### src/design/fpdf_pkg.sv
`timescale 1ns / 1ps
`default_nettype none

package fpdf_pkg;

	localparam int DIGIT_W = 4;
	localparam int BITS_PER_STEP = 4;
	localparam int NUM_W = 5;
	localparam int CHAR_W = 8;
	localparam int CNT_W = 6;
	localparam int CFG_IDX_W = 2;
	localparam int CFG_DATA_W = 8;

	typedef logic [DIGIT_W-1:0] digit_t;
	typedef logic [CHAR_W-1:0] char_t;
	typedef logic [NUM_W-1:0] num_t;
	typedef logic [CNT_W-1:0] cnt_t;

	localparam logic [CFG_IDX_W-1:0] REG_INT_DIGITS = 2'd0;
	localparam logic [CFG_IDX_W-1:0] REG_FRACT_DIGITS = 2'd1;
	localparam logic [CFG_IDX_W-1:0] REG_SEPARATOR = 2'd2;

	localparam num_t INT_DIGITS_RST = 5'd8;
	localparam num_t FRACT_DIGITS_RST = 5'd2;
	localparam char_t SEPARATOR_RST = 8'h2E;

	localparam char_t CH_NUL = 8'h00;
	localparam char_t CH_ZERO = 8'h30;
	localparam char_t CH_NINE = 8'h39;
	localparam char_t CH_SPACE = 8'h20;
	localparam char_t CH_MINUS = 8'h2D;

	typedef struct packed {
		logic clear;
		logic step;
	} cell_ctl_t;

	typedef struct packed {
		logic valid;
		logic neg;
	} conv_status_t;

endpackage

`default_nettype wire

### src/design/fpdf_cell.sv
`timescale 1ns / 1ps
`default_nettype none

module fpdf_cell (
	input  wire logic                                   clk,
	input  wire fpdf_pkg::cell_ctl_t                    ctl,
	input  wire logic [fpdf_pkg::BITS_PER_STEP-1:0]     in_bits,
	output logic      [fpdf_pkg::BITS_PER_STEP-1:0]     out_bits,
	output fpdf_pkg::digit_t                            digit
);

	fpdf_pkg::digit_t digit_q;
	fpdf_pkg::digit_t digit_d;

	// Shift-and-add-3 over several bits: the bit shifted in at each step comes from
	// the lower neighbor, the bit shifted out goes to the upper neighbor.
	always_comb begin
		fpdf_pkg::digit_t d;
		d = digit_q;
		for (int j = fpdf_pkg::BITS_PER_STEP - 1; j >= 0; j--) begin
			if (d >= 4'd5) begin
				d = d + 4'd3;
			end
			out_bits[j] = d[3];
			d = {d[2:0], in_bits[j]};
		end
		digit_d = d;
	end

	always_ff @(posedge clk) begin
		if (ctl.clear) begin
			digit_q <= '0;
		end else if (ctl.step) begin
			digit_q <= digit_d;
		end
	end

	assign digit = digit_q;

endmodule

`default_nettype wire

### src/design/fpdf_conv.sv
`timescale 1ns / 1ps
`default_nettype none

module fpdf_conv #(
	parameter int VALUE_WIDTH = 32,
	parameter int DIGITS = 10
) (
	input  wire logic                                        clk,
	input  wire logic                                        arst_n,
	input  wire logic signed [VALUE_WIDTH-1:0]               value,
	input  wire logic                                        in_valid,
	output logic                                             in_stall,
	input  wire logic                                        load,
	output fpdf_pkg::conv_status_t                           conv,
	output logic [DIGITS*fpdf_pkg::DIGIT_W-1:0]              digits
);

	localparam int K = fpdf_pkg::BITS_PER_STEP;
	localparam int STEPS = (VALUE_WIDTH + K - 1) / K;
	localparam int MAG_W = STEPS * K;
	localparam int STEP_CNT_W = $clog2(STEPS + 1);

	logic                    busy_q;
	logic                    hold_q;
	logic                    neg_q;
	logic [STEP_CNT_W-1:0]   cnt_q;
	logic [MAG_W-1:0]        bits_q;

	logic [VALUE_WIDTH-1:0]  raw;
	logic [VALUE_WIDTH-1:0]  mag;
	logic                    accept;
	logic                    finish;
	fpdf_pkg::cell_ctl_t     cell_ctl;
	logic [K-1:0]            carry [DIGITS-1];

	assign raw = value;
	// The most negative value maps onto itself, which read unsigned is its magnitude.
	assign mag = raw[VALUE_WIDTH-1] ? ((~raw) + VALUE_WIDTH'(1)) : raw;

	assign in_stall = busy_q || (hold_q && !load);
	assign accept = in_valid && !in_stall;
	assign finish = busy_q && (cnt_q == STEP_CNT_W'(1));

	assign cell_ctl.clear = accept;
	assign cell_ctl.step = busy_q;

	assign conv.valid = hold_q;
	assign conv.neg = neg_q;

	always_ff @(posedge clk or negedge arst_n) begin
		if (!arst_n) begin
			busy_q <= 1'b0;
			hold_q <= 1'b0;
			cnt_q <= '0;
			neg_q <= 1'b0;
		end else begin
			if (accept) begin
				busy_q <= 1'b1;
				cnt_q <= STEP_CNT_W'(STEPS);
				neg_q <= raw[VALUE_WIDTH-1];
			end else if (busy_q) begin
				cnt_q <= cnt_q - STEP_CNT_W'(1);
				if (finish) begin
					busy_q <= 1'b0;
				end
			end
			if (finish) begin
				hold_q <= 1'b1;
			end else if (load) begin
				hold_q <= 1'b0;
			end
		end
	end

	always_ff @(posedge clk) begin
		if (accept) begin
			bits_q <= MAG_W'(mag);
		end else if (busy_q) begin
			bits_q <= {bits_q[MAG_W-K-1:0], {K{1'b0}}};
		end
	end

	for (genvar i = 0; i < DIGITS; i++) begin : g_cell
		logic [K-1:0] cin;
		if (i == 0) begin : g_first
			assign cin = bits_q[MAG_W-1 -: K];
		end else begin : g_rest
			assign cin = carry[i-1];
		end
		if (i < DIGITS - 1) begin : g_mid
			fpdf_cell u_cell (
				.clk      (clk),
				.ctl      (cell_ctl),
				.in_bits  (cin),
				.out_bits (carry[i]),
				.digit    (digits[i*fpdf_pkg::DIGIT_W +: fpdf_pkg::DIGIT_W])
			);
		end else begin : g_top
			fpdf_cell u_cell (
				.clk      (clk),
				.ctl      (cell_ctl),
				.in_bits  (cin),
				.out_bits (),
				.digit    (digits[i*fpdf_pkg::DIGIT_W +: fpdf_pkg::DIGIT_W])
			);
		end
	end

endmodule

`default_nettype wire

### src/design/fpdf_emit.sv
`timescale 1ns / 1ps
`default_nettype none

module fpdf_emit #(
	parameter int DIGITS = 10
) (
	input  wire logic                                   clk,
	input  wire logic                                   arst_n,
	input  wire fpdf_pkg::num_t                         int_digits,
	input  wire fpdf_pkg::num_t                         fract_digits,
	input  wire fpdf_pkg::char_t                        separator_char,
	input  wire logic [DIGITS*fpdf_pkg::DIGIT_W-1:0]    digits,
	input  wire fpdf_pkg::conv_status_t                 conv,
	output logic                                        load,
	output logic                                        out_valid,
	input  wire logic                                   out_stall,
	output fpdf_pkg::char_t                             text_char,
	output logic                                        last_char,
	output logic                                        empty_text
);

	localparam int DW = fpdf_pkg::DIGIT_W;
	localparam int EM_W = DIGITS * DW;
	localparam fpdf_pkg::cnt_t DIG_C = fpdf_pkg::cnt_t'(DIGITS);

	logic              busy_q;
	logic              lead_q;
	logic              neg_q;
	fpdf_pkg::cnt_t    k_q;
	fpdf_pkg::cnt_t    pad_q;
	logic [EM_W-1:0]   em_q;
	logic              out_valid_q;
	fpdf_pkg::char_t   char_q;
	logic              last_q;
	logic              empty_q;

	fpdf_pkg::cnt_t    ni_c;
	fpdf_pkg::cnt_t    num_total;
	fpdf_pkg::cnt_t    text_len;
	fpdf_pkg::cnt_t    sh;
	logic              adv;
	logic              is_empty;
	logic              is_last;
	logic              is_int;
	logic              is_sep;
	logic              is_units;
	logic              next_units;
	logic              take;
	fpdf_pkg::digit_t  hd;
	fpdf_pkg::digit_t  nd;
	fpdf_pkg::char_t   char_d;
	logic [EM_W-1:0]   em_load;

	assign ni_c = fpdf_pkg::cnt_t'(int_digits);
	assign num_total = ni_c + fpdf_pkg::cnt_t'(fract_digits);
	assign text_len = (fract_digits != '0) ? (num_total + fpdf_pkg::cnt_t'(1)) : ni_c;

	assign is_empty = (num_total == '0);
	assign is_last = is_empty || ((k_q + fpdf_pkg::cnt_t'(1)) == text_len);
	assign is_int = (k_q < ni_c);
	assign is_sep = !is_empty && (k_q == ni_c);
	assign is_units = ((k_q + fpdf_pkg::cnt_t'(1)) == ni_c);
	assign next_units = ((k_q + fpdf_pkg::cnt_t'(2)) == ni_c);

	assign adv = busy_q && (!out_valid_q || !out_stall);
	assign load = conv.valid && (!busy_q || (adv && is_last));
	assign take = adv && !is_empty && !is_sep;

	// Digits above the converted width are zeros still owed before the row.
	assign hd = (pad_q != '0) ? '0 : em_q[EM_W-1 -: DW];
	always_comb begin
		if (pad_q > fpdf_pkg::cnt_t'(1)) begin
			nd = '0;
		end else if (pad_q == fpdf_pkg::cnt_t'(1)) begin
			nd = em_q[EM_W-1 -: DW];
		end else begin
			nd = em_q[EM_W-DW-1 -: DW];
		end
	end

	// A short text drops the high digits: they are shifted out past the head.
	assign sh = (num_total < DIG_C) ? (DIG_C - num_total) : '0;
	assign em_load = digits << (sh * DW);

	always_comb begin
		char_d = fpdf_pkg::CH_ZERO + fpdf_pkg::char_t'(hd);
		if (is_empty) begin
			char_d = fpdf_pkg::CH_NUL;
		end else if (is_sep) begin
			char_d = separator_char;
		end else if (is_int && lead_q && !is_units && (hd == '0)) begin
			// The rightmost blank carries the sign.
			if (neg_q && ((nd != '0) || next_units)) begin
				char_d = fpdf_pkg::CH_MINUS;
			end else begin
				char_d = fpdf_pkg::CH_SPACE;
			end
		end
	end

	always_ff @(posedge clk or negedge arst_n) begin
		if (!arst_n) begin
			busy_q <= 1'b0;
			lead_q <= 1'b0;
			neg_q <= 1'b0;
			k_q <= '0;
			pad_q <= '0;
			out_valid_q <= 1'b0;
		end else begin
			if (load) begin
				busy_q <= 1'b1;
				k_q <= '0;
				lead_q <= 1'b1;
				neg_q <= conv.neg;
				pad_q <= (num_total > DIG_C) ? (num_total - DIG_C) : '0;
			end else begin
				if (adv) begin
					k_q <= k_q + fpdf_pkg::cnt_t'(1);
					if (is_last) begin
						busy_q <= 1'b0;
					end
				end
				if (take && is_int) begin
					lead_q <= lead_q && (hd == '0);
				end
				if (take && (pad_q != '0)) begin
					pad_q <= pad_q - fpdf_pkg::cnt_t'(1);
				end
			end
			if (adv) begin
				out_valid_q <= 1'b1;
			end else if (!out_stall) begin
				out_valid_q <= 1'b0;
			end
		end
	end

	always_ff @(posedge clk) begin
		if (load) begin
			em_q <= em_load;
		end else if (take && (pad_q == '0)) begin
			em_q <= {em_q[EM_W-DW-1:0], {DW{1'b0}}};
		end
		if (adv) begin
			char_q <= char_d;
			last_q <= is_last;
			empty_q <= is_empty;
		end
	end

	assign out_valid = out_valid_q;
	assign text_char = char_q;
	assign last_char = last_q;
	assign empty_text = empty_q;

endmodule

`default_nettype wire

### src/design/fixed_point_decimal_formatter_core.sv
`timescale 1ns / 1ps
`default_nettype none

// Signed binary to fixed-width decimal text.
// Input channel (in_valid / in_stall, payload value): one signed number per item.
// Output channel (out_valid / out_stall): one character per item, left to right,
// with last_char on the final character; empty_text marks the single item sent
// when both digit counts are zero. Registers are written through cfg_wr_en,
// cfg_index and cfg_data; the user must do so only while the block is idle,
// which the block itself does not enforce. A number is converted in a row of
// BCD digit cells, four bits per cycle. Characters then leave at one per cycle
// from a second digit row while the output does not stall. While one text
// drains, the next number is converted; the text length is int_digits +
// fract_digits + 1 with a separator, 11 with the reset settings. Reset clears
// the control state but not the rows, and restores 8 integer digits,
// 2 fraction digits and '.'. A stall on the output holds the character and
// stops the text row; in_stall rises once the converted number waits for the
// text row.

module fixed_point_decimal_formatter_core #(
	parameter int VALUE_WIDTH = 32
) (
	input  wire logic                                    clk,
	input  wire logic                                    arst_n,
	input  wire logic                                    in_valid,
	output logic                                         in_stall,
	input  wire logic signed [VALUE_WIDTH-1:0]           value,
	output logic                                         out_valid,
	input  wire logic                                    out_stall,
	output logic [fpdf_pkg::CHAR_W-1:0]                  text_char,
	output logic                                         last_char,
	output logic                                         empty_text,
	input  wire logic                                    cfg_wr_en,
	input  wire logic [fpdf_pkg::CFG_IDX_W-1:0]          cfg_index,
	input  wire logic [fpdf_pkg::CFG_DATA_W-1:0]         cfg_data
);

	// Decimal digits needed for any magnitude of VALUE_WIDTH bits.
	localparam int DIGITS = (VALUE_WIDTH * 30103) / 100000 + 1;

	fpdf_pkg::num_t          int_digits_q;
	fpdf_pkg::num_t          fract_digits_q;
	fpdf_pkg::char_t         separator_q;

	fpdf_pkg::conv_status_t  conv;
	logic                    load;
	logic [DIGITS*fpdf_pkg::DIGIT_W-1:0] digits;

	always_ff @(posedge clk or negedge arst_n) begin
		if (!arst_n) begin
			int_digits_q <= fpdf_pkg::INT_DIGITS_RST;
			fract_digits_q <= fpdf_pkg::FRACT_DIGITS_RST;
			separator_q <= fpdf_pkg::SEPARATOR_RST;
		end else if (cfg_wr_en) begin
			case (cfg_index)
				fpdf_pkg::REG_INT_DIGITS: begin
					int_digits_q <= cfg_data[fpdf_pkg::NUM_W-1:0];
				end
				fpdf_pkg::REG_FRACT_DIGITS: begin
					fract_digits_q <= cfg_data[fpdf_pkg::NUM_W-1:0];
				end
				fpdf_pkg::REG_SEPARATOR: begin
					separator_q <= cfg_data[fpdf_pkg::CHAR_W-1:0];
				end
				default: begin
				end
			endcase
		end
	end

	fpdf_conv #(
		.VALUE_WIDTH (VALUE_WIDTH),
		.DIGITS      (DIGITS)
	) u_conv (
		.clk      (clk),
		.arst_n   (arst_n),
		.value    (value),
		.in_valid (in_valid),
		.in_stall (in_stall),
		.load     (load),
		.conv     (conv),
		.digits   (digits)
	);

	fpdf_emit #(
		.DIGITS (DIGITS)
	) u_emit (
		.clk            (clk),
		.arst_n         (arst_n),
		.int_digits     (int_digits_q),
		.fract_digits   (fract_digits_q),
		.separator_char (separator_q),
		.digits         (digits),
		.conv           (conv),
		.load           (load),
		.out_valid      (out_valid),
		.out_stall      (out_stall),
		.text_char      (text_char),
		.last_char      (last_char),
		.empty_text     (empty_text)
	);

endmodule

`default_nettype wire

### config.mk
export PLATFORM = sky130hd
export DESIGN_NAME = fixed_point_decimal_formatter_core
export DESIGN_NICKNAME = d
export VERILOG_FILES = /design/src/design/fpdf_pkg.sv /design/src/design/fpdf_cell.sv /design/src/design/fpdf_conv.sv /design/src/design/fpdf_emit.sv /design/src/design/fixed_point_decimal_formatter_core.sv
export SDC_FILE = /design/constraint.sdc
export NUM_CORES = 1
export LEC_CHECK = 0
export BUFFER_PORTS_ARGS = -buffer_cell sky130_fd_sc_hd__buf_2
export CORE_MARGIN = 2
export CORE_UTILIZATION = 60
export CTS_BUF_LIST = sky130_fd_sc_hd__clkbuf_4
export DETAILED_ROUTE_END_ITERATION = 16
export HOLD_SLACK_MARGIN = 0.12
export PLACE_DENSITY_LB_ADDON = 0.08
export SLEW_MARGIN = 20
export SYNTH_ARGS = -nofsm -noshare
export SYNTH_HDL_FRONTEND = slang
export SYNTH_SLANG_ARGS = --single-unit
### constraint.sdc
create_clock -name clk -period 9.05 [get_ports clk]
set_input_delay 1.81 -clock clk [delete_from_list [all_inputs] [get_ports clk]]
set_output_delay 1.81 -clock clk [all_outputs]
set_load 0.01 [all_outputs]
Yosys cells after proc, flatten, opt, wreduce, memory -nomap -nowiden --
Cells that the tools add are included.
Word-level totals: output and inout bits 12, logic and storage cells 253, bits in registers 163, input port bits 47
Cells by class: $lt $le $gt $ge 44, equal/unequal tests 9, shift operators 1, reduce and logical (&&, ||, !) cells 48, mux-type cells 72, bitwise logic cells 1, add/subtract/negate cells 50
Operators by type and width (number):
- $mux W4 | 42
- $ge A4 B3 Y1 const B | 40
- $add A4 B2 Y4 const B | 36
- $mux W32 | 3
- $mux W40 | 2
- $mux W6 | 7
- $shl A40 B8 Y40 | 1
- $add A32 B1 Y32 const B | 1
- $not A32 Y32 | 1
- $eq A6 B5 Y1 | 3
- $logic_and A1 B1 Y1 | 17
- $mux W8 | 2
- $reduce_bool A2 Y1 | 7
- $add A3 B2 Y3 const B | 4
- $add A6 B1 Y6 const B | 2
- $logic_not A6 Y1 | 2
- $mux W1 | 12
- $mux W3 | 4
- $logic_not A1 Y1 | 8
- $reduce_and A2 Y1 | 4
- $add A6 B4 Y7 const A | 1
- $add A5 B5 Y6 | 1
- $add A6 B2 Y6 const B | 1
- $eq A6 B1 Y1 const B | 1
- other kinds (19) | 23

Longest topological paths before layout --
Gate-level depths: netlist of the first run.
depth in word-level cells 14, gate-level depth with buffers 24, depth with buffers taken out 23

Cells and area by module --
From an unflattened synthesis of the first run, not the netlist that was laid out.
Second synthesis, totals: cell total of the unflattened synthesis 1702, area total of the unflattened synthesis 16017.9 um^2
By module, submodules not included:
- fpdf_cell | seq. area each 80.1 um^2, area each 683.2 um^2, cells each 84, times used 10
- fpdf_emit | seq. area each 1901.8 um^2, area each 6083.3 um^2, cells each 584, times used 1
- fpdf_conv | seq. area each 1136.1 um^2, area each 2404.8 um^2, cells each 239, times used 1
- fixed_point_decimal_formatter_core | seq. area each 457.9 um^2, area each 698.2 um^2, cells each 39, times used 1

Worst setup path after synthesis of the first run --
No wires, ideal clock.
kind reg-to-reg, from reg int_digits_q[0], to reg u_emit.em_q[0] (enable), cell stages (with the launch flop) 16, path slack 4191 ps, period minus slack after synthesis 4859 ps, data required time 8608 ps, arrival time 4417 ps, library setup time 442 ps, buffers on the path 3, cells stage by stage dfrtp_1 ha_1 fa_1 a21o_1 a21oi_2 xnor2_1 or4b_4 inv_2 buf_6 a31oi_1 nor3_2 a31oi_1 nand2b_4 buf_6 clkbuf_1 o21ai_1
Between the ends: elaborated cells on any way between the ends 17, classes of those cells add/sub (2); eq/ne (2); mux (1); reduce/logical (12)
RTL lines:
- from (decl) | RTL line fixed_point_decimal_formatter_core.sv:41 | fpdf_pkg::num_t int_digits_q;
- from (signal assigned) | RTL line fixed_point_decimal_formatter_core.sv:51 | int_digits_q <= fpdf_pkg::INT_DIGITS_RST;
- from (signal assigned) | RTL line fixed_point_decimal_formatter_core.sv:57 | int_digits_q <= cfg_data[fpdf_pkg::NUM_W-1:0];
- $add A5 B5 Y6 (*) | RTL line fpdf_emit.sv:55 | assign num_total = ni_c + fpdf_pkg::cnt_t'(fract_digits);
- $logic_not A6 Y1 (*) | RTL line fpdf_emit.sv:58 | assign is_empty = (num_total == '0);
- named net u_emit.is_empty | RTL line fpdf_emit.sv:42 | logic is_empty;
- $logic_not A1 Y1 | RTL line fpdf_emit.sv:61, fpdf_emit.sv:67
- $logic_and A1 B1 Y1 | RTL line fpdf_emit.sv:61 | assign is_sep = !is_empty && (k_q == ni_c);
- $logic_not A1 Y1 | RTL line fpdf_emit.sv:67 | assign take = adv && !is_empty && !is_sep;
- $logic_and A1 B1 Y1 | RTL line fpdf_emit.sv:67
- $logic_and A1 B1 Y1 | RTL line fpdf_emit.sv:141 | end else if (take && (pad_q == '0)) begin
- $reduce_bool A2 Y1 (no line) (*)
- to (signal assigned) | RTL line fpdf_emit.sv:140 | em_q <= em_load;
- to (signal assigned) | RTL line fpdf_emit.sv:142 | em_q <= {em_q[EM_W-DW-1:0], {DW{1'b0}}};
- to (decl) | RTL line fpdf_emit.sv:31 | logic [EM_W-1:0] em_q;
The timed path passes the listed nets; every way through them passes the cells marked *. A chain may end at the register's enable or synchronous reset.

Worst setup path after layout of the first run --
from reg int_digits_q[0], to out in_stall
Between the ends: longest elaborated chain between the ends 11, elaborated cells on any way between the ends 12, classes of those cells add/sub (2); eq/ne (1); mux (1); reduce/logical (8)
RTL lines:
- $add A5 B5 Y6 | RTL line fpdf_emit.sv:55
- $add A6 B1 Y6 | RTL line fpdf_emit.sv:56 | assign text_len = (fract_digits != '0) ? (num_total + fpdf_pkg::cnt_t'(1)) : ni_c;
- $mux W6 | RTL line fpdf_emit.sv:56
- $eq A6 B6 Y1 | RTL line fpdf_emit.sv:59 | assign is_last = is_empty || ((k_q + fpdf_pkg::cnt_t'(1)) == text_len);
- $logic_or A1 B1 Y1 (*) | RTL line fpdf_emit.sv:59
- $logic_and A1 B1 Y1 (*) | RTL line fpdf_emit.sv:66 | assign load = conv.valid && (!busy_q || (adv && is_last));
- $logic_or A1 B1 Y1 (*) | RTL line fpdf_emit.sv:66
- $logic_and A1 B1 Y1 (*) | RTL line fpdf_emit.sv:66
- $logic_not A1 Y1 (*) | RTL line fpdf_conv.sv:40 | assign in_stall = busy_q || (hold_q && !load);
- $logic_and A1 B1 Y1 (*) | RTL line fpdf_conv.sv:40
- $logic_or A1 B1 Y1 (*) | RTL line fpdf_conv.sv:40
- to (decl) | RTL line fixed_point_decimal_formatter_core.sv:26 | output logic in_stall,
Mark *: on every way between the ends. The rest lies on a longest branch, timed or not.

==> results of run 1 <==
[critical path, cell delays in order (launching register included)]
cell and delay (ns):
dfrtp_1 0.45, ha_1 0.25, fa_1 0.42, a21o_1 0.20, a21oi_2 0.27, xnor2_1 0.22, or4b_4 0.63, inv_2 0.18
nor4_1 0.09, nor3_2 0.29, a31o_2 0.30, nand2_1 0.07, buf_2 0.13
[layer usage]
layer,vias to the layer above,global-route usage (%),routed length [um]
li1,6012,-,-
met1,5679,39.6,15800
met2,369,45.9,15300
met3,40,4.90,2050
met4,0,6.17,470
met5,-,0,0
[kinds of logic (layout without fill, tap and decap cells)]
group                      count (synthesis)  after routing
and+or+nand+nor                          544            544
AOI/OAI and AO/OA                        502            502
buffers and inverters                    169            190
DFF                                      163            163
muxes                                     93             93
xor gates and xnor gates                  91             91
adders and majority gates                 89             89
other                                      0              1
[cell usage after synthesis (11+ instances only)]
master and number:
nand2b_1 29, inv_1 86, nand2_1 213, xor2_1 44, nor3b_1 13, and2_1 13
nor3_1 29, a22o_1 14, or3_1 17, ha_1 88, a31oi_1 17, edfxtp_1 82
dfxtp_1 40, a21o_1 14, o31ai_1 30, nor2_1 119, a21oi_1 105, a211oi_1 27
nand3_1 26, nor2b_1 29, o22ai_1 27, xnor2_1 46, clkbuf_1 70, nor4_1 12
mux2_2 33, o211ai_1 11, dfrtp_1 35, o21ai_1 57, o21ai_0 100, mux2i_1 55
a22oi_1 12
[worst min-delay path by stage]
stage | from | to | slack, ns | cells after the start
5_1_grt | u_emit.em_q[21]$_DFFE_PP_ | u_emit.em_q[25]$_DFFE_PP_ | 0.55 | 2
3_3_place_gp | u_conv.neg_q$_DFFE_PN0P_ | u_emit.neg_q$_DFFE_PN0N_ | 0.45 | 2
3_5_place_dp | u_conv.neg_q$_DFFE_PN0P_ | u_emit.neg_q$_DFFE_PN0N_ | 0.46 | 2
6_report | u_conv.neg_q$_DFFE_PN0P_ | u_emit.neg_q$_DFFE_PN0N_ | 0.50 | 2
4_1_cts | u_conv.neg_q$_DFFE_PN0P_ | u_emit.neg_q$_DFFE_PN0N_ | 0.50 | 2
2_1_floorplan | u_conv.bits_q[28]$_DFFE_PP_ | u_conv.g_cell[0].g_mid.u_cell.digit[0]$_SDFFE_PP0P_ | 0.42 | 2
[state kept, by name (all words and copies together) (netlist names), 4 cells and up]
register,flops
u_emit.k_q,6
u_conv.g_cell.g_top.u_cell.digit,4
u_emit.pad_q,6
u_conv.bits_q,32
fract_digits_q,5
u_conv.cnt_q,4
u_emit.text_char,8
separator_q,8
int_digits_q,5
u_emit.em_q,40
u_conv.g_cell.g_mid.u_cell.digit,36
[layout make-up]
class | instances | share of cell area (%)
antenna | 1 | 0.0174
clock buffer | 17 | 0.887
clock inverter | 15 | 1.17
inverter | 89 | 2.32
multi-input combinational | 1319 | 60.6
sequential | 163 | 29.9
tap | 285 | 2.48
timing repair buffer | 69 | 2.68
[through the flow]
step | hold slack (ns) | setup WS (ns) | instance area [um2] | util [%] | std cells
finish | 0.496 | 3.16 | 14400 | 63.9 | 1958
global route | 0.548 | 2.88 | 14400 | 63.9 | 1958
CTS | 0.495 | 3.20 | 14400 | 63.8 | 1956
detailed placement | 0.460 | 3.89 | 14100 | 62.5 | 1924
global placement | 0.447 | 3.91 | 14100 | 62.5 | 1924
floorplan | 0.422 | 4.19 | 13600 | - | 1651
==> impl_metrics.json, run 1 <==
{
  "drive_gt1_share_pct": 10.3,
  "die-area_um2": 24000,
  "multi_input_area_um2": 8720,
  "ctsLongestPathBuffers": 2,
  "mostFrequentLayoutCells": "213 x nand2_1, 119 x nor2_1, 104 x a21oi_1",
  "reg2reg_from": "u_conv.g_cell[3].g_mid.u_cell.digit[0]$_SDFFE_PP0P_",
  "dr_total_vias": 12100,
  "syn_inst": 1651,
  "post-route-period-util_pct": 65.1,
  "grt_usage_pct": 28.2,
  "finClkSkew_ns": 0.0218,
  "hpwl_mm": 24.5,
  "h-tree-depth": 4,
  "critPathMaxFanout": 11,
  "register_area_um2": 4300,
  "r2r_slack_ns": 4.20,
  "port_buffers": 58,
  "initial_core_util_pct": 60.6,
  "synth-main-ff-cell": "edfxtp_1",
  "endpoint": "in_stall",
  "grt_max_degree": 78,
  "postSynthAreaPerCell_um2": 8.27,
  "yosysTopAreaCell": "edfxtp_1",
  "worst_pin_slew_ns": 1.10,
  "yosysSeqAreaShare_pct": 31.5,
  "synthArstFlopShare_pct": 25.2,
  "cts-root-buf": "clkbuf_4",
  "crit_path_end_kind": "output port",
  "ys.warnings.count": 0,
  "synth_fa_ha_area_share_pct": 8.21,
  "drv_slew": 0,
  "post-cts-setup-buffers": 0,
  "fill_cells": 2031,
  "period_needed_ns": 5.89,
  "arrival_ns": 4.08,
  "synth-edff-count": 82,
  "synthSimpleGateAreaFrac_pct": 18.9,
  "rsz0062_at_grt": "no",
  "fmax_mhz": 170,
  "cts_hold_buf": 0,
  "drc_errors": 0,
  "outcome": "finished, final reports clean",
  "pin_count": 59,
  "ff2ff_path_depth": 21,
  "synth-xor-area-share_pct": 5.94,
  "synth_mux_area_share_pct": 7.17,
  "required_ns": 7.24,
  "design.core.area_um2": 22500,
  "place_congestion": 0.950,
  "synth_top_area_share_pct": 18.0,
  "grt_antenna_before_repair": 1,
  "grt-ovfl-total": 0,
  "synthDistinctLibCells": 88,
  "drt-initial-drc-count": 1089,
  "path_clk_slew_ns": 0.15,
  "dieWidth_um": 155,
  "maxCapViolations": 0,
  "fp.dieH_um": 155,
  "layout_commonest_cell": "nand2_1",
  "synth_top_family_by_area": "compound AO/OA/AOI/OAI gates",
  "routed_via_density": 6.18,
  "synth.area.top_cells": "edfxtp_1 18%, ha_1 8.1%, dfrtp_1 6.4%, dfxtp_1 5.9%, nand2_1 5.9%",
  "placementRows": 55,
  "synth_area_um2": 13600,
  "wl_per_cell_um": 17.2,
  "wl_mm": 33.6,
  "finalHoldViolCount": 0,
  "tns_ns": 0,
  "cts_resized": 0,
  "ant_nets": 0,
  "cp-startpoint": "int_digits_q[0]$_DFFE_PN0P_",
  "relSlewSlack_pct": 26.6,
  "setup_violations": 0,
  "ys_ff_latch": 163,
  "cts_tree": "built",
  "critPathLaunchType": "flip-flop",
  "syn_to_final_growth_pct": 5.45,
  "grt_pass1_vias": 11215,
  "synth_compound_area_share_pct": 23.4,
  "drt_pass1_iterations": 5,
  "min_path_type": "flip-flop to flip-flop",
  "nets": 1795,
  "grt_pass1_wl_mm": 55.2,
  "numCtsBuffers": 17,
  "reg2reg_to": "u_conv.g_cell[3].g_mid.u_cell.digit[2]$_SDFFE_PP0P_",
  "clock_latency_ns": 0.59,
  "clock-sinks": 163,
  "syn_nets": 1787,
  "criticalPathCategory": "flip-flop to output port"
}
Power of run 1 is left out: the tool's default activity adds up to more than one toggle a clock period on the data nets, which glitch-free logic cannot reach.
==> run 2: changes to the inputs <==
- CORE_UTILIZATION: 60 -> 59
- clock period: 9.05 -> 5.22 ns (I/O delays scaled with it)
==> impl_metrics.json, run 2 (synthesized netlist as in run 1, its figures left out) <==
{
  "outcome": "finished, final reports clean",
  "port_buffers": 58,
  "hold_depth": 2,
  "maxCapViolations": 0,
  "min_path_type": "flip-flop to flip-flop",
  "reg2reg_to": "u_conv.g_cell[3].g_mid.u_cell.digit[2]$_SDFFE_PP0P_",
  "cts-root-buf": "clkbuf_4",
  "drt-initial-drc-count": 1040,
  "worst-path-buf-inv": 2,
  "crit_family": "simple AND/OR/NAND/NOR gates",
  "grt_pass1_vias": 11026,
  "dieWidth_um": 156,
  "largest_reg_flops": 40,
  "ant_nets": 0,
  "post-route-period-util_pct": 95.6,
  "nets": 1806,
  "criticalPathCategory": "flip-flop to output port",
  "place_congestion": 0.961,
  "pin_count": 59,
  "tns_ns": 0,
  "holdPathEnd": "u_conv.g_cell[0].g_mid.u_cell.digit[0]$_SDFFE_PP0P_",
  "r2r_slack_ns": 0.53,
  "path_cells": "ha_1, fa_1, a21o_1, a21oi_2, xnor2_2, or4b_4, inv_4, nor4_1, nor3_2, a31o_2, nand2_1, buf_2",
  "setup_violations": 0,
  "critPathLaunchType": "flip-flop",
  "layout_commonest_cell": "nand2_1",
  "die-area_um2": 24400,
  "grt-ovfl-total": 0,
  "cts_tree": "built",
  "worst_pin_slew_ns": 1.05,
  "slowest_delay_ns": 0.62,
  "ctsLongestPathBuffers": 2,
  "post-cts-setup-buffers": 0,
  "placementRows": 55,
  "finalHoldViolCount": 0,
  "reg2reg_from": "u_conv.g_cell[3].g_mid.u_cell.digit[0]$_SDFFE_PP0P_",
  "design.core.area_um2": 22600,
  "hold_start": "u_conv.bits_q[28]$_DFFE_PP_",
  "finalNonFillerCells": 1969,
  "wl_per_cell_um": 16.8,
  "rsz0062_at_grt": "no",
  "h-tree-depth": 4,
  "path_clk_slew_ns": 0.15,
  "initial_core_util_pct": 60.3,
  "finClkSkew_ns": 0.0266,
  "dr_total_vias": 12103,
  "syn_to_final_growth_pct": 5.98,
  "grt_antenna_before_repair": 1,
  "clock_latency_ns": 0.60,
  "wl_mm": 33.1,
  "relSlewSlack_pct": 29.6,
  "critPathMaxFanout": 11,
  "grt_max_degree": 70,
  "grt_pass1_wl_mm": 53.9,
  "crit_cells": 12,
  "fill_cells": 1986,
  "numCtsBuffers": 17,
  "slowest_stage": "or4b_4",
  "fmax_mhz": 200,
  "drt_pass1_iterations": 5,
  "mostFrequentLayoutCells": "213 x nand2_1, 119 x nor2_1, 104 x a21oi_1",
  "drv_slew": 0,
  "drc_errors": 0,
  "ff2ff_path_depth": 21,
  "crit_path_end_kind": "output port",
  "routed_via_density": 6.15,
  "regMostFlops": "u_emit.em_q",
  "clock-sinks": 163,
  "arrival_ns": 3.94,
  "dp_cells": 1936,
  "fp.dieH_um": 156,
  "period_needed_ns": 4.99,
  "grt_usage_pct": 27.4,
  "drive_gt1_share_pct": 11.1,
  "hpwl_mm": 24.5,
  "required_ns": 4.18
}
[run 2: worst max path at each step]
stage / start / to / slack [ns]
4_1_cts: int_digits_q[0]$_DFFE_PN0P_ / in_stall / 0.14
3_5_place_dp: u_conv.g_cell[2].g_mid.u_cell.digit[0]$_SDFFE_PP0P_ / u_conv.g_cell[3].g_mid.u_cell.digit[2]$_SDFFE_PP0P_ / 0.51
5_1_grt: int_digits_q[0]$_DFFE_PN0P_ / in_stall / 0.03
3_3_place_gp: u_conv.g_cell[3].g_mid.u_cell.digit[0]$_SDFFE_PP0P_ / u_conv.g_cell[3].g_mid.u_cell.digit[2]$_SDFFE_PP0P_ / 0.68
6_report: int_digits_q[0]$_DFFE_PN0P_ / in_stall / 0.23
2_1_floorplan: int_digits_q[0]$_DFFE_PN0P_ / u_emit.em_q[0]$_SDFFCE_PP0P_ / 0.36
[run 2: cell type report]
| class | count | area (um2) | share of cell area, % |
|---|---|---|---|
| multi-input combinational | 1319 | 8730 | 60.4 |
| sequential | 163 | 4300 | 29.7 |
| timing repair buffer | 80 | 455 | 3.15 |
| tap | 285 | 357 | 2.47 |
| inverter | 89 | 337 | 2.33 |
| clock inverter | 14 | 148 | 1.02 |
| clock buffer | 18 | 135 | 0.934 |
| antenna | 1 | 2.50 | 0.0173 |
[run 2: what timing repair did]
item                                    4_1_cts  5_1_grt
hold buffers                                  0        0
endpoints found under the setup margin        0        2
resized for setup                             0        4
[run 2: through the flow]
stage | hold slack (ns) | worst slack, ns | util [%] | area, um2
2_1_floorplan | 0.422 | 0.361 | - | 13600
3_3_place_gp | 0.451 | 0.676 | 62.5 | 14200
3_5_place_dp | 0.452 | 0.505 | 62.5 | 14200
4_1_cts | 0.493 | 0.144 | 63.8 | 14400
5_1_grt | 0.533 | 0.0269 | 63.9 | 14500
6_report | 0.484 | 0.232 | 63.9 | 14500
[run 2: routing by layer]
| metal | routed length [um] | up-vias | part of all wire, % | track usage, % |
|---|---|---|---|---|
| met4 | 553 | 0 | 1.7 | 8.56 |
| li1 | - | 6033 | - | - |
| met2 | 15100 | 360 | 46 | 44.2 |
| met5 | 0 | - | 0 | 0 |
| met3 | 2130 | 53 | 6.4 | 4.58 |
| met1 | 15300 | 5657 | 46 | 37.8 |
[run 2: worst min-delay path, delay by kind of cell, from the launching register on]
| kind | cells | cell delay [ns] |
|---|---|---|
| AND/OR/NAND/NOR | 1 | 0.06 |
| AO/OA/AOI/OAI | 1 | 0.06 |
| flip-flops | 1 | 0.35 |
Power of run 2 is left out for the same reason.
==> run 3: changes to the inputs <==
- ABC_AREA: unset -> 1
==> impl_metrics.json, run 3 <==
{
  "setup_ws_ns": 0.585,
  "nets": 2335,
  "dp_cells": 2499,
  "regMostFlops": "u_emit.em_q",
  "design.core.area_um2": 23500,
  "path_clk_slew_ns": 0.14,
  "synth_area_um2": 14100,
  "slowest_stage": "dfrtp_1",
  "mostFrequentLayoutCells": "767 x nand2_1, 288 x nand3_1, 265 x inv_1",
  "drt-initial-drc-count": 1209,
  "drc_errors": 0,
  "drive_gt1_share_pct": 7.37,
  "syn_inst": 2172,
  "grt-ovfl-total": 0,
  "ctsLongestPathBuffers": 2,
  "routed_via_density": 5.37,
  "place_congestion": 0.961,
  "clock-sinks": 163,
  "initial_core_util_pct": 60.2,
  "fp.dieH_um": 159,
  "cts_tree": "built",
  "ys_ff_latch": 163,
  "arrival_ns": 3.59,
  "fmax_mhz": 216,
  "h-tree-depth": 4,
  "post-route-period-util_pct": 88.8,
  "worst-path-buf-inv": 3,
  "yosysSeqAreaShare_pct": 30.4,
  "synth-main-ff-cell": "edfxtp_1",
  "ant_nets": 0,
  "drt_pass1_iterations": 6,
  "ys.warnings.count": 0,
  "numCtsBuffers": 17,
  "dpl_worst_slack_ns": 1.19,
  "post-cts-setup-buffers": 0,
  "synth.most_common_cell": "nand2_1",
  "wl_mm": 33.0,
  "synth-edff-count": 82,
  "synth_top_area_share_pct": 20.4,
  "synthDistinctLibCells": 53,
  "grt_max_degree": 62,
  "worst_pin_slew_ns": 1.02,
  "syn_nets": 2308,
  "finalHoldViolCount": 0,
  "grt_pass1_wl_mm": 56.4,
  "pin_count": 59,
  "dr_total_vias": 13588,
  "tns_ns": 0,
  "period_needed_ns": 4.64,
  "grt_antenna_before_repair": 1,
  "clock_latency_ns": 0.59,
  "synthArstFlopShare_pct": 25.2,
  "hold-worst-slack_ns": 0.497,
  "finalNonFillerCells": 2532,
  "cts-root-buf": "clkbuf_4",
  "rsz0062_at_grt": "no",
  "min_path_type": "flip-flop to flip-flop",
  "crit_family": "simple AND/OR/NAND/NOR gates",
  "port_buffers": 58,
  "cts_resized": 0,
  "path_cells": "ha_1, fa_1, nand2_1, clkinv_1, nor2_4, ha_1, nand2_1, inv_1, nand3_1, o21ai_1, nand3_1, nand2_1, nand2_1, nor2_1, nand2_1, nand2_2, nand2_2, nand3_2, nand2_1, buf_2",
  "setup_violations": 0,
  "cpMostUsedCell": "nand2_1",
  "wl_per_cell_um": 13.0,
  "dieWidth_um": 159,
  "critPathLaunchType": "flip-flop",
  "synth.area.top_cells": "nand2_1 20%, edfxtp_1 17%, nand3_1 10%, ha_1 7.8%, inv_1 7.0%",
  "hpwl_mm": 25.2,
  "grt_usage_pct": 26.5,
  "syn_to_final_growth_pct": 5.38,
  "required_ns": 4.18,
  "placementRows": 56,
  "finClkSkew_ns": 0.0304,
  "synth_common_cells": "767 x nand2_1, 288 x nand3_1, 265 x inv_1",
  "drv_slew": 0,
  "yosysTopAreaCell": "nand2_1",
  "largest_reg_flops": 40,
  "crit_path_end_kind": "output port",
  "critPathMaxFanout": 4,
  "postSynthAreaPerCell_um2": 6.50,
  "grt_pass1_vias": 12095,
  "outcome": "finished, final reports clean",
  "relSlewSlack_pct": 32.2,
  "slowest_delay_ns": 0.45,
  "maxCapViolations": 0,
  "die-area_um2": 25200,
  "cts_hold_buf": 0,
  "criticalPathCategory": "flip-flop to output port",
  "layout_commonest_cell": "nand2_1"
}
-- run 3: changes by cell type after synthesis, sizes merged, moves of 38 or more --
cell    previous run  this run
mux2i             55         1
nand3             26       293
inv               88       275
clkbuf            70        17
mux2              38         0
nand2            213       783
a21oi            106        49
-- run 3: layout make-up --
type                            instances  area, um2
Inverter                              278       1050
Antenna cell                            1       2.50
Timing Repair Buffer                   69        373
Sequential cell                       163       4300
Multi-Input combinational cell       1670       8480
Tap cell                              319        399
Fill cell                            2227       8590
Clock inverter                         15        158
Clock buffer                           17        128
-- run 3: worst paths after layout --
check,slack [ns],endpoint,start,cells past startpoint
setup / recovery,0.58,in_stall,int_digits_q[0]$_DFFE_PN0P_,20
hold / removal,0.50,u_emit.neg_q$_DFFE_PN0N_,u_emit.neg_q$_DFFE_PN0N_,2
setup reg to reg,1.14,u_conv.bits_q[28]$_DFFE_PP_,int_digits_q[0]$_DFFE_PN0P_,22
hold reg to reg,0.50,u_emit.neg_q$_DFFE_PN0N_,u_emit.neg_q$_DFFE_PN0N_,2
max in group asynchronous,4.02,u_emit.pad_q[5]$_DFFE_PN0P_,arst_n,1
min in group asynchronous,0.59,u_conv.cnt_q[1]$_DFFE_PN0P_,arst_n,1
-- run 3: routing by layer --
metal  share of wire, %  vias to the layer above  global-route usage, %
li1                   -                     7120                      -
met5                  0                        -                      0
met2                 44                      301                   41.7
met4               0.97                        0                   5.13
met1                 50                     6141                   39.2
met3                5.0                       26                   3.53
-- run 3: logic make-up after synthesis --
logic type      share of synthesized area, %
compound gates                          9.52
xor+xnor                                3.35
fa+ha+maj                               7.94
buf+inv                                 9.61
flops                                   30.4
mux                                   0.0709
simple gates                            39.1
-- run 3: worst reg2reg max path, stage by stage, from the launching register on --
cell and delay, ns:
dfrtp_1 0.45, ha_1 0.26, fa_1 0.41, nand2_1 0.08, clkinv_1 0.09, nor2_4 0.12
ha_1 0.15, nand2_1 0.08, inv_1 0.07, nand3_1 0.12, o21ai_1 0.18, nand3_1 0.09
nand2_1 0.06, nand2_1 0.04, nor2_1 0.09, nand2_1 0.07, nand2_2 0.07, nand2_2 0.08
nand3_2 0.16, nand3_4 0.44, buf_4 0.50, nand2_1 0.13, o21ai_1 0.07
-- run 3: metrics by stage --
step           cell area [um2]  utilization (%)
3_3_place_gp             14600             62.2
4_1_cts                  14900             63.4
5_1_grt                  14900             63.4
2_1_floorplan            14100                -
3_5_place_dp             14600             62.2
6_report                 14900             63.4
Power of run 3 is left out for the same reason.
